## config.mk

```make
export PLATFORM = sky130hd
export DESIGN_NAME = dfcc_collector
export DESIGN_NICKNAME = d
export VERILOG_FILES = /design/src/sv/dfcc_pkg.sv /design/src/sv/dfcc_collector.sv
export SDC_FILE = /design/constraint.sdc
export NUM_CORES = 1
export LEC_CHECK = 0
export BUFFER_PORTS_ARGS = -buffer_cell sky130_fd_sc_hd__buf_2
export CORE_ASPECT_RATIO = 2
export CORE_UTILIZATION = 59
export CTS_BUF_LIST = sky130_fd_sc_hd__clkbuf_8
export DETAILED_ROUTE_END_ITERATION = 16
export GPL_TIMING_DRIVEN = 0
export PLACE_DENSITY_LB_ADDON = 0.05
export REMOVE_ABC_BUFFERS = 1
export SLEW_MARGIN = 20
export SYNTH_ARGS = -nofsm -noshare
export SYNTH_HDL_FRONTEND = slang
export SYNTH_SLANG_ARGS = --single-unit
export TNS_END_PERCENT = 100
```

## constraint.sdc

```tcl
create_clock -name i_clk -period 4.3 [get_ports i_clk]
set_input_delay 0 -clock i_clk [delete_from_list [all_inputs] [get_ports i_clk]]
set_output_delay 0 -clock i_clk [all_outputs]
set_load 0.02 [all_outputs]
```

## src/sv/dfcc_pkg.sv

```systemverilog
package dfcc_pkg;

    localparam int          FRAME_LEN   = 8;
    localparam int          CNT_W       = $clog2(FRAME_LEN);
    localparam logic [7:0]  DELIM_RESET = 8'h24;
    localparam logic [15:0] CRC_HI_MASK = 16'hFF00;

    // frame byte positions
    localparam logic [CNT_W-1:0] POS_ZERO_BYTE = CNT_W'(1);
    localparam logic [CNT_W-1:0] POS_CRC_LO    = CNT_W'(2);
    localparam logic [CNT_W-1:0] POS_CRC_HI    = CNT_W'(3);
    localparam logic [CNT_W-1:0] POS_TIME_0    = CNT_W'(4);
    localparam logic [CNT_W-1:0] POS_TIME_1    = CNT_W'(5);
    localparam logic [CNT_W-1:0] POS_TIME_2    = CNT_W'(6);
    localparam logic [CNT_W-1:0] POS_LAST      = CNT_W'(FRAME_LEN - 1);

    typedef enum logic [1:0] {
        ST_OK        = 2'd0,
        ST_BAD_DELIM = 2'd1,
        ST_BAD_CRC   = 2'd2
    } t_status;

    typedef struct packed {
        logic        done;
        t_status     status;
        logic [31:0] time_value;
        logic [15:0] received_crc;
        logic [15:0] computed_crc;
    } t_frame_result;

    // crc-16-ccitt, one byte, byte-wise shift/xor form
    function automatic logic [15:0] crc_step(input logic [15:0] acc, input logic [7:0] b);
        logic [15:0] a;
        a = acc ^ {8'h00, b};
        a = {a[7:0], a[15:8]};
        a = a ^ ((a & CRC_HI_MASK) << 4);
        a = a ^ (a >> 12);
        a = a ^ ((a & CRC_HI_MASK) >> 5);
        return a;
    endfunction

endpackage

```

## src/sv/dfcc_collector.sv

```systemverilog
module dfcc_collector
    import dfcc_pkg::*;
(
    input  logic          i_clk,
    input  logic          i_rst_n,
    input  logic          i_accept,
    input  logic [7:0]    i_rx_byte,
    input  logic [7:0]    i_delimiter,
    output t_frame_result o_result
);

    logic             r_in_frame, n_in_frame;
    logic [CNT_W-1:0] r_count, n_count;
    logic [7:0]       r_zero_byte, n_zero_byte;
    logic [15:0]      r_rcrc, n_rcrc;
    logic [23:0]      r_time, n_time;
    logic [15:0]      r_crc, n_crc;
    logic [15:0]      crc_in;
    logic [15:0]      crc_next;

    // crc restarts at the first time byte
    assign crc_in   = (r_count == POS_TIME_0) ? 16'h0000 : r_crc;
    assign crc_next = crc_step(crc_in, i_rx_byte);

    always_comb begin
        n_in_frame  = r_in_frame;
        n_count     = r_count;
        n_zero_byte = r_zero_byte;
        n_rcrc      = r_rcrc;
        n_time      = r_time;
        n_crc       = r_crc;

        o_result.done         = 1'b0;
        o_result.time_value   = {i_rx_byte, r_time};
        o_result.received_crc = r_rcrc;
        o_result.computed_crc = crc_next;
        if (r_zero_byte != 8'h00) begin
            o_result.status = ST_BAD_DELIM;
        end else if (crc_next != r_rcrc) begin
            o_result.status = ST_BAD_CRC;
        end else begin
            o_result.status = ST_OK;
        end

        if (i_accept) begin
            if (!r_in_frame) begin
                if (i_rx_byte == i_delimiter) begin
                    n_in_frame = 1'b1;
                    n_count    = CNT_W'(1);
                end
            end else begin
                n_count = r_count + CNT_W'(1);
                case (r_count)
                    POS_ZERO_BYTE: n_zero_byte  = i_rx_byte;
                    POS_CRC_LO:    n_rcrc[7:0]  = i_rx_byte;
                    POS_CRC_HI:    n_rcrc[15:8] = i_rx_byte;
                    POS_TIME_0: begin
                        n_time[7:0] = i_rx_byte;
                        n_crc       = crc_next;
                    end
                    POS_TIME_1: begin
                        n_time[15:8] = i_rx_byte;
                        n_crc        = crc_next;
                    end
                    POS_TIME_2: begin
                        n_time[23:16] = i_rx_byte;
                        n_crc         = crc_next;
                    end
                    POS_LAST: begin
                        o_result.done = 1'b1;
                        n_in_frame    = 1'b0;
                        n_count       = '0;
                    end
                    default: begin
                    end
                endcase
            end
        end
    end

    always_ff @(posedge i_clk) begin
        if (!i_rst_n) begin
            r_in_frame <= 1'b0;
            r_count    <= '0;
        end else begin
            r_in_frame <= n_in_frame;
            r_count    <= n_count;
        end
    end

    always_ff @(posedge i_clk) begin
        r_zero_byte <= n_zero_byte;
        r_rcrc      <= n_rcrc;
        r_time      <= n_time;
        r_crc       <= n_crc;
    end

    a_hunt_count_zero: assert property (@(posedge i_clk) disable iff (!i_rst_n)
        !r_in_frame |-> r_count == '0)
        else $error("byte count not zero while hunting");

    a_drop_non_delim: assert property (@(posedge i_clk) disable iff (!i_rst_n)
        (i_accept && !r_in_frame && i_rx_byte != i_delimiter) |=> !r_in_frame)
        else $error("frame started on a non-delimiter byte");

    a_done_at_last: assert property (@(posedge i_clk) disable iff (!i_rst_n)
        o_result.done |-> (r_in_frame && r_count == POS_LAST && i_accept))
        else $error("frame completed at wrong byte");

endmodule

```

==> metrics.txt, run 1 <==
outcome finished, final reports clean; hold depth 1; total CTS buffers 9; internal cell power 1.11 mW; Slowest-stage cell, CP dfxtp_1; Fin Hold WS 0.0202 ns; clock-pin slew on the worst setup and hold paths 0.08 ns; buffers and inverters on the worst path 2; number of non-filler instances in the completed layout 374; dpl cells 356; layout cells sized above 1 0.351; worst path required time 4.30 ns; Total Die Area 5800 um2; Max clock buf depth 2; most frequent cells in the layout 85 x buf_2, 64 x edfxtp_1, 25 x xor2_1; final wirelength 6930 um; gr ovfl total 0; port buffer count 85; WL per Instance 18.5 um; Sw Share 0.234; setup-violating endpoint count in the final report 0; RSZ-0062 raised after global routing no; Min-Delay Path Class in2reg; PD cells 371 nW/um2; vias 2073; kind of critical path reg2out; die height 107 um; DR vias/cell 5.54; CP Max Fanout 12; Mapped Area 3230 um2; vias in the first global route 2066; crit path capture type output pin; Pre-antenna DRT Iters 6; post-synthesis async set-or-reset flop share 0; yosys warns 0; sequential group share of total power 0.501; CTS root buf clkbuf_8; pre-CTS setup slack 1.55 ns; final worst path period share 0.724; maxcap violations 0; post-route clock skew 0.00912 ns; largest net degree at the start of global routing 17; cell count after synthesis 226; clock share of power 0.405; number of synthesized register bits 68; Max-slew headroom 0.448; Post-synth EDFFs 64; Initial DRC Count 74; Crit path depth 9; Die Wd 54.3 um; average instance area after synthesis 14.3 um2; Worst Path Arrival 3.11 ns; Placeable Area 5180 um2; Startpoint Class register; largest area contributor in the netlist edfxtp_1; CTS tree yes; Seq/Total Area, Yosys 0.619; Worst Tran Pin Value 0.823 ns; row cnt 37; P&R area growth vs syn 20.5%; diodes inserted 0; worst-path cell chain inv_1, ha_1, and2_4, or2_4, xnor2_1, xor3_1, nor4_1, a31oi_1, buf_2; final net count 336; I/O Pins 86; Fin Setup TNS 0 ns; Clk Latency, worst-skew pair 0.33 ns; number of routed nets with antenna violations 0; post-synth top area share 0.595; commonest non-fill, non-tap cell in the layout buf_2; routability cong. 0.751; worst vdd ir 0.000380 V; Clock Sinks 68; Comb power frac 0.094; slowest stage delay, CP 0.42 ns; H-tree depth 3; Yosys cell types 41; Fin. Hold Viols 0; prevailing post-synth register cell edfxtp_1; depth of the most critical reg-to-reg path 5; Total GRT Usage 0.260; first-pass GRT wire length 10200 um; Remaining DRCs 0; Sw Pwr 339 uW; Fmax 0.321 GHz; critical path's top delay family simple AND/OR/NAND/NOR gates; Final min period 3.11 ns; initial antenna violation count 0; fin. max-slew vios 0; dpl hpwl 5060 um; Initial Util 0.623; leakage 1.57 nW; top post-synthesis cells by area edfxtp_1 59%, xor2_1 6.8%, xnor2_1 6.5%; PnR worst setup slack 1.19 ns
metal layers:
layer  share of wire  vias up  track usage  routed length (um)
met5               0        -            0                   0
met4           0.016        0       0.0971                 108
met3           0.055       10       0.0553                 380
met2            0.57       92        0.463                3930
met1            0.36      991        0.284                2500
li1                -      980            -                   -
state kept, by name (all words and copies together), names as in the netlist:
register     count
r_count          3
r_crc           16
r_in_frame       1
r_rcrc          16
r_time          24
r_zero_byte      8
kinds of logic after synthesis:
logic type | synth area share
AOI/OAI and AO/OA | 0.0527
xor gates and xnor gates | 0.179
adders and majority gates | 0.0232
buffers and inverters | 0.0364
DFF | 0.619
muxes | 0.0128
and+or+nand+nor | 0.0767
Yosys cell counts, drive strengths merged (3+ instances only):
cell type,n
edfxtp,64
ha,6
inv,7
nand2,13
nor3,4
nor4,4
and3,6
xor3,3
nor2,6
and2,3
dfxtp,4
buf,12
xor2,25
nand3,4
a21oi,6
mux2i,3
xnor2,26
a21boi,7
final timing paths:
kind / slack [ns] / end / from
max: 1.19 / o_result[65] / r_count[0]
min: 0.02 / r_time[14] / i_rx_byte[6]
max reg2reg: 2.02 / r_crc[8] / r_count[0]
min reg2reg: 0.51 / r_count[1] / r_count[1]
what timing repair did:
| item | CTS | global route |
|---|---|---|
| setup buffers | 0 | 0 |
| endpoints found under the setup margin | 0 | 0 |
| hold endpoints to repair | 8 | 0 |
| hold buffers | 2 | 0 |
| resized for setup | 0 | 0 |
final cells by class:
cell class                 instances  area (um2)
fill                             356        1290
inverter                           7        26.3
multi-input combinational        137        1120
tap                               58        72.6
clock inverter                     7        98.8
sequential                        68        2000
timing repair buffer              88         453
clock buffer                       9         124
power by group through the flow:
stage          Clock (mW)  Combinational (mW)  Sequential (mW)
2_1_floorplan           0              0.0758            0.740
3_3_place_gp            0               0.133            0.740
3_5_place_dp            0               0.135            0.740
4_1_cts             0.592               0.137            0.725
5_1_grt             0.618               0.144            0.725
6_report            0.585               0.136            0.725
metrics by stage:
step	power, mW	cell area (um2)	utilization
CTS	1.45	3890	0.751
global placement	0.873	3640	0.702
finish	1.45	3890	0.751
floorplan	0.816	3140	-
detailed placement	0.875	3650	0.704
global route	1.49	3890	0.751
Note: power is estimated with default switching activity, not from simulation.
==> run 2: changes to the inputs <==
--- a/config.mk
+++ b/config.mk
@@ -5,9 +5,10 @@
 export SDC_FILE = /design/constraint.sdc
 export NUM_CORES = 1
 export LEC_CHECK = 0
+export ABC_AREA = 1
 export BUFFER_PORTS_ARGS = -buffer_cell sky130_fd_sc_hd__buf_2
 export CORE_ASPECT_RATIO = 2
-export CORE_UTILIZATION = 59
+export CORE_UTILIZATION = 56
 export CTS_BUF_LIST = sky130_fd_sc_hd__clkbuf_8
 export DETAILED_ROUTE_END_ITERATION = 16
 export GPL_TIMING_DRIVEN = 0
==> constraint.sdc (replaced) <==
create_clock -name i_clk -period 2.9 [get_ports i_clk]
set_input_delay 0 -clock i_clk [delete_from_list [all_inputs] [get_ports i_clk]]
set_output_delay 0 -clock i_clk [all_outputs]
set_load 0.02 [all_outputs]
==> metrics.txt, run 2 <==
final wirelength 8300 um (was 6930 um); number of routed nets with antenna violations 0 (unchanged); Clk Latency, worst-skew pair 0.34 ns (was 0.33 ns); prevailing post-synth register cell edfxtp_1 (unchanged); Seq/Total Area, Yosys 0.556 (was 0.619); Yosys cell types 25 (was 41); commonest non-fill, non-tap cell in the layout nand2_1 (was buf_2); diodes inserted 0 (unchanged); CTS tree yes (unchanged); outcome finished, final reports clean (unchanged); Clock Sinks 68 (unchanged); largest net degree at the start of global routing 34 (was 17); leakage 2.00 nW (was 1.57 nW); Initial Util 0.575 (was 0.623); first-pass GRT wire length 12600 um (was 10200 um); H-tree depth 3 (unchanged); maxcap violations 0 (unchanged); setup-violating endpoint count in the final report 0 (unchanged); P&R area growth vs syn 21.8% (was 20.5%); Total Die Area 6770 um2 (was 5800 um2); kind of critical path reg2out (unchanged); worst vdd ir 0.000444 V (was 0.000380 V); count leader, synth nand2_1 (was edfxtp_1); clock-pin slew on the worst setup and hold paths 0.07 ns (was 0.08 ns); number of synthesized register bits 68 (unchanged); Fin. Hold Viols 0 (unchanged); vias 2717 (was 2073); dpl hpwl 6210 um (was 5060 um); crit path capture type output pin (unchanged); critical path's top delay family simple AND/OR/NAND/NOR gates (unchanged); yosys warns 0 (unchanged); DR vias/cell 4.93 (was 5.54); Post-synth top cells 98 x nand2_1, 64 x edfxtp_1, 40 x inv_1 (was 64 x edfxtp_1, 25 x xor2_1, 24 x xnor2_1); most frequent cells in the layout 98 x nand2_1, 85 x buf_2, 64 x edfxtp_1 (was 85 x buf_2, 64 x edfxtp_1, 25 x xor2_1); Regs by FF count r_time (24), r_crc (16), r_rcrc (16) (unchanged); Slowest-stage cell, CP dfxtp_1 (unchanged); layout cells sized above 1 0.355 (was 0.351); Worst Tran Pin Value 1.04 ns (was 0.823 ns); most frequent CP cell nand2_1; Worst Path Arrival 2.65 ns (was 3.11 ns); Pre-antenna DRT Iters 4 (was 6); slowest stage delay, CP 0.36 ns (was 0.42 ns); Min-Delay Path Class in2reg (unchanged); post-synthesis async set-or-reset flop share 0 (unchanged); post-route clock skew 0.00602 ns (was 0.00912 ns); RSZ-0062 raised after global routing no (unchanged); total CTS buffers 9 (unchanged); Fin Setup TNS 0 ns (unchanged); Largest register FFs 24 (unchanged); Die Wd 58.7 um (was 54.3 um); gr ovfl total 0 (unchanged); Fin Hold WS 0.0190 ns (was 0.0202 ns); Fmax 0.378 GHz; register with the most flip-flops r_time (unchanged); final net count 485 (was 336); initial antenna violation count 0 (unchanged); top post-synthesis cells by area edfxtp_1 53%, nand2_1 10%, nand2_2 5.4% (was edfxtp_1 59%, xor2_1 6.8%, xnor2_1 6.5%); Max-slew headroom 0.300 (was 0.448); I/O Pins 86 (unchanged); row cnt 41 (was 37); WL per Instance 15.1 um (was 18.5 um); buffers and inverters on the worst path 3 (was 2); Final min period 2.65 ns; fin. max-slew vios 0 (unchanged); Placeable Area 6260 um2 (was 5180 um2); Post-synth EDFFs 64 (unchanged); die height 115 um (was 107 um); Startpoint Class register (unchanged); largest area contributor in the netlist edfxtp_1 (unchanged); post-synth top area share 0.534 (was 0.595); CP Max Fanout 14 (was 12); Remaining DRCs 0 (unchanged); routability cong. 0.841 (was 0.751); PD cells 470 nW/um2 (was 371 nW/um2); port buffer count 85 (unchanged); Mapped Area 3600 um2 (was 3230 um2); vias in the first global route 2660 (was 2066); average instance area after synthesis 9.91 um2 (was 14.3 um2); CTS root buf clkbuf_8 (unchanged); final worst path period share 0.913; Total GRT Usage 0.261 (was 0.260); Initial DRC Count 126 (was 74); worst path required time 2.90 ns (was 4.30 ns); cell count after synthesis 363 (was 226); worst-path cell chain inv_1, ha_2, nand2_8, buf_4, nand2_2, nand2_1, nand2_1, nand2_1, nand2_2, xnor3_1, nor2_1, nand2_1, nor2_1, nor2_1, buf_2 (was inv_1, ha_1, and2_4, or2_4, xnor2_1, xor3_1, nor4_1, a31oi_1, buf_2); Max clock buf depth 2 (unchanged)
## run 2: cell count changes after synthesis, sizes merged, moves of 6 or more
cell    delta
xnor2     -20
nand2    +131
inv       +33
nand3     +37
a21boi     -7
and3       -6
nor2      +20
xor2      -23
## run 2: worst paths after layout
path	startpoint	to	slack, ns	cells past startpoint
worst min register to register	r_count[1]	r_count[1]	0.52	2
worst min-delay path	i_rx_byte[2]	r_rcrc[2]	0.02	1
worst max register to register	r_count[0]	r_time[2]	0.92	4
worst max-delay path	r_count[0]	o_result[65]	0.25	15
## run 2: final cells by class
class	count	area, um2
flip-flops and latches	68	2000
fillers	522	1880
clock buffers	9	124
multi-input cells	245	1390
inverters	40	150
well taps	86	108
clock inverters	7	83.8
repair buffers	96	520
## run 2: through the flow
stage / instance area (um2) / std cells / setup WS [ns] / util / power, mW
global route: 4380 / 551 / 0.00795 / 0.700 / 2.13
finish: 4380 / 551 / 0.253 / 0.700 / 2.06
detailed placement: 4070 / 525 / 0.105 / 0.651 / 1.26
CTS: 4320 / 543 / 0.0930 / 0.690 / 2.07
floorplan: 3510 / 352 / 0.511 / - / 1.19
global placement: 4040 / 523 / 0.166 / 0.646 / 1.26
## run 2: power by group
part | switching [mW] | internal, mW
Sequential | 0.000184 | 1.07
Clock | 0.342 | 0.473
Combinational | 0.114 | 0.0567
## run 2: metal layers
metal | track usage | share of wire | vias up
met5 | 0 | 0 | -
met4 | 0.117 | 0.024 | 0
met3 | 0.0619 | 0.044 | 17
met2 | 0.471 | 0.56 | 75
met1 | 0.279 | 0.37 | 1248
li1 | - | - | 1377
## run 2: what timing repair did
item	in CTS	in global routing
resized for setup	2	1
setup endpoints to repair	1	1
setup buffers	0	7
pin swaps	0	0
cloned	0	1
hold buffers	2	0
endpoints found under the hold margin	10	0
## run 2: cell families (layout without fill, tap and decap cells)
family          count (synthesis)  after routing  synth area share
compound gates                  6              6           0.00834
flops                          68             68             0.556
buf+inv                        51            152            0.0661
simple gates                  223            224             0.323
fa+ha+maj                       6              6            0.0209
xor+xnor                        9              9            0.0257
==> run 3: changes to the inputs <==
--- a/config.mk
+++ b/config.mk
@@ -13,7 +13,6 @@
 export DETAILED_ROUTE_END_ITERATION = 16
 export GPL_TIMING_DRIVEN = 0
 export PLACE_DENSITY_LB_ADDON = 0.05
-export REMOVE_ABC_BUFFERS = 1
 export SLEW_MARGIN = 20
 export SYNTH_ARGS = -nofsm -noshare
 export SYNTH_HDL_FRONTEND = slang
==> metrics.txt, run 3 (synthesis results as in run 2) <==
outcome finished, final reports clean (unchanged); Worst Path Arrival 2.67 ns (was 2.65 ns); Sw Pwr 502 uW (was 456 uW); CP Max Fanout 10 (was 14); P&R area growth vs syn 23.1% (was 21.8%); Startpoint Class register (unchanged); crit path capture type output pin (unchanged); final worst path period share 0.921 (was 0.913); Largest register FFs 24 (unchanged); fin. max-slew vios 0 (unchanged); Min-Delay Path Class in2reg (unchanged); vias 2796 (was 2717); min-delay src i_rx_byte[5] (was i_rx_byte[2]); Initial Util 0.575 (unchanged); Clk Latency, worst-skew pair 0.36 ns (was 0.34 ns); Initial DRC Count 148 (was 126); Final min period 2.67 ns (was 2.65 ns); Total GRT Usage 0.270 (was 0.261); diodes inserted 0 (unchanged); syn nets 388; Fin Hold WS 0.0108 ns (was 0.0190 ns); Pre-antenna DRT Iters 4 (unchanged); Placeable Area 6260 um2 (unchanged); Fin. Hold Viols 0 (unchanged); depth of the most critical reg-to-reg path 5 (was 4); Worst Tran Pin Value 1.05 ns (was 1.04 ns); Fin Setup TNS 0 ns (unchanged); first-pass GRT wire length 12700 um (was 12600 um); Remaining DRCs 0 (unchanged); total CTS buffers 9 (unchanged); dpl hpwl 6560 um (was 6210 um); commonest non-fill, non-tap cell in the layout nand2_1 (unchanged); final wirelength 8540 um (was 8300 um); I/O Pins 86 (unchanged); final net count 489 (was 485); Max clock buf depth 2 (unchanged); Sw Share 0.236 (was 0.222); setup-violating endpoint count in the final report 0 (unchanged); hold depth 1 (unchanged); internal cell power 1.62 mW (was 1.60 mW); Clock Sinks 68 (unchanged); maxcap violations 0 (unchanged); leakage 2.03 nW (was 2.00 nW); most frequent cells in the layout 98 x nand2_1, 85 x buf_2, 64 x edfxtp_1 (unchanged); CTS tree yes (unchanged); die height 115 um (unchanged); Fmax 0.374 GHz (was 0.378 GHz); port buffer count 85 (unchanged); WL per Instance 15.4 um (was 15.1 um); Die Wd 58.7 um (unchanged); vias in the first global route 2654 (was 2660); worst path required time 2.90 ns (about the same); clock share of power 0.411 (was 0.396); DR vias/cell 5.04 (was 4.93); r2r startpoint r_count[0] (unchanged); post-route clock skew 0.00981 ns (was 0.00602 ns); layout cells sized above 1 0.365 (was 0.355); register with the most flip-flops r_time (unchanged); gr ovfl total 0 (unchanged); CTS root buf clkbuf_8 (unchanged); kind of critical path reg2out (unchanged); largest net degree at the start of global routing 14 (was 34); critical path startpoint r_count[0] (unchanged); row cnt 41 (unchanged); Comb power frac 0.085 (was 0.083); Regs by FF count r_time (24), r_crc (16), r_rcrc (16) (unchanged); Total Die Area 6770 um2 (unchanged); worst vdd ir 0.000426 V (was 0.000444 V); Max-slew headroom 0.292 (was 0.300); H-tree depth 3 (unchanged); clock-pin slew on the worst setup and hold paths 0.08 ns (was 0.07 ns); routability cong. 0.851 (was 0.841); RSZ-0062 raised after global routing no (unchanged); PD cells 480 nW/um2 (was 470 nW/um2); initial antenna violation count 0 (unchanged); number of routed nets with antenna violations 0 (unchanged); sequential group share of total power 0.504 (was 0.521)
[run 3: changes by cell type in the layout (fill, tap and decap cells not counted), sizes merged]
cell | previous run | this run
buf | 94 | 98
clkinvlp | 0 | 1
dlygate4sd3 | 2 | 3
nand2 | 145 | 144
clkinv | 3 | 2
[run 3: final timing paths]
path / endpoint / slack, ns
hold reg to reg: r_count[1] / 0.51
hold / removal: r_rcrc[13] / 0.01
setup / recovery: o_result[65] / 0.23
setup reg to reg: r_time[2] / 0.97
[run 3: power by group through the flow]
stage                     Clock (mW)  Sequential (mW)  Combinational (mW)
after floorplan                    0             1.09               0.112
after global placement             0             1.09               0.175
after detailed placement           0             1.09               0.179
after CTS                      0.887             1.07               0.183
after global routing           0.924             1.07               0.199
final                          0.873             1.07               0.182
[run 3: timing repair]
| item | 4_1_cts | 5_1_grt |
|---|---|---|
| setup endpoints to repair | 0 | 1 |
| hold buffers | 3 | 0 |
| hold endpoints to repair | 14 | 0 |
| buffers inserted | 0 | 0 |
| gates resized for setup | 0 | 5 |
[run 3: per-stage QoR]
step / std cells / worst slack, ns / utilization / cell area, um2 / power [mW]
after detailed placement: 536 / 0.416 / 0.665 / 4160 / 1.27
after global placement: 534 / 0.424 / 0.660 / 4130 / 1.27
after floorplan: 363 / 0.797 / - / 3600 / 1.21
final: 555 / 0.229 / 0.708 / 4430 / 2.13
after CTS: 555 / 0.0109 / 0.705 / 4410 / 2.14
after global routing: 555 / 0.0325 / 0.708 / 4430 / 2.19
[run 3: worst max-delay path: stages (launching register included)]
cell and delay, ns:
dfxtp_1 0.40, inv_1 0.08, ha_1 0.24, nand2_4 0.15, buf_8 0.19, nand3_4 0.09, nand2_4 0.12, nand2_2 0.08
nand2_4 0.11, nand2_1 0.08, nand3_1 0.12, nand2_1 0.06, nor2_1 0.13, nand3_1 0.09, nor2_1 0.14, nor2_1 0.05
buf_2 0.16
[run 3: layer usage]
layer,GRT usage,part of all wire
met5,0,0
met4,0.162,0.030
met3,0.0562,0.037
met2,0.500,0.58
met1,0.264,0.36
[run 3: cell type report]
class	instances	area [um2]
flip-flops and latches	68	2000
fillers	515	1830
multi-input cells	244	1370
repair buffers	90	478
inverters	40	150
clock buffers	9	124
well taps	86	108
clock inverters	7	98.8
plain buffers	11	97.6
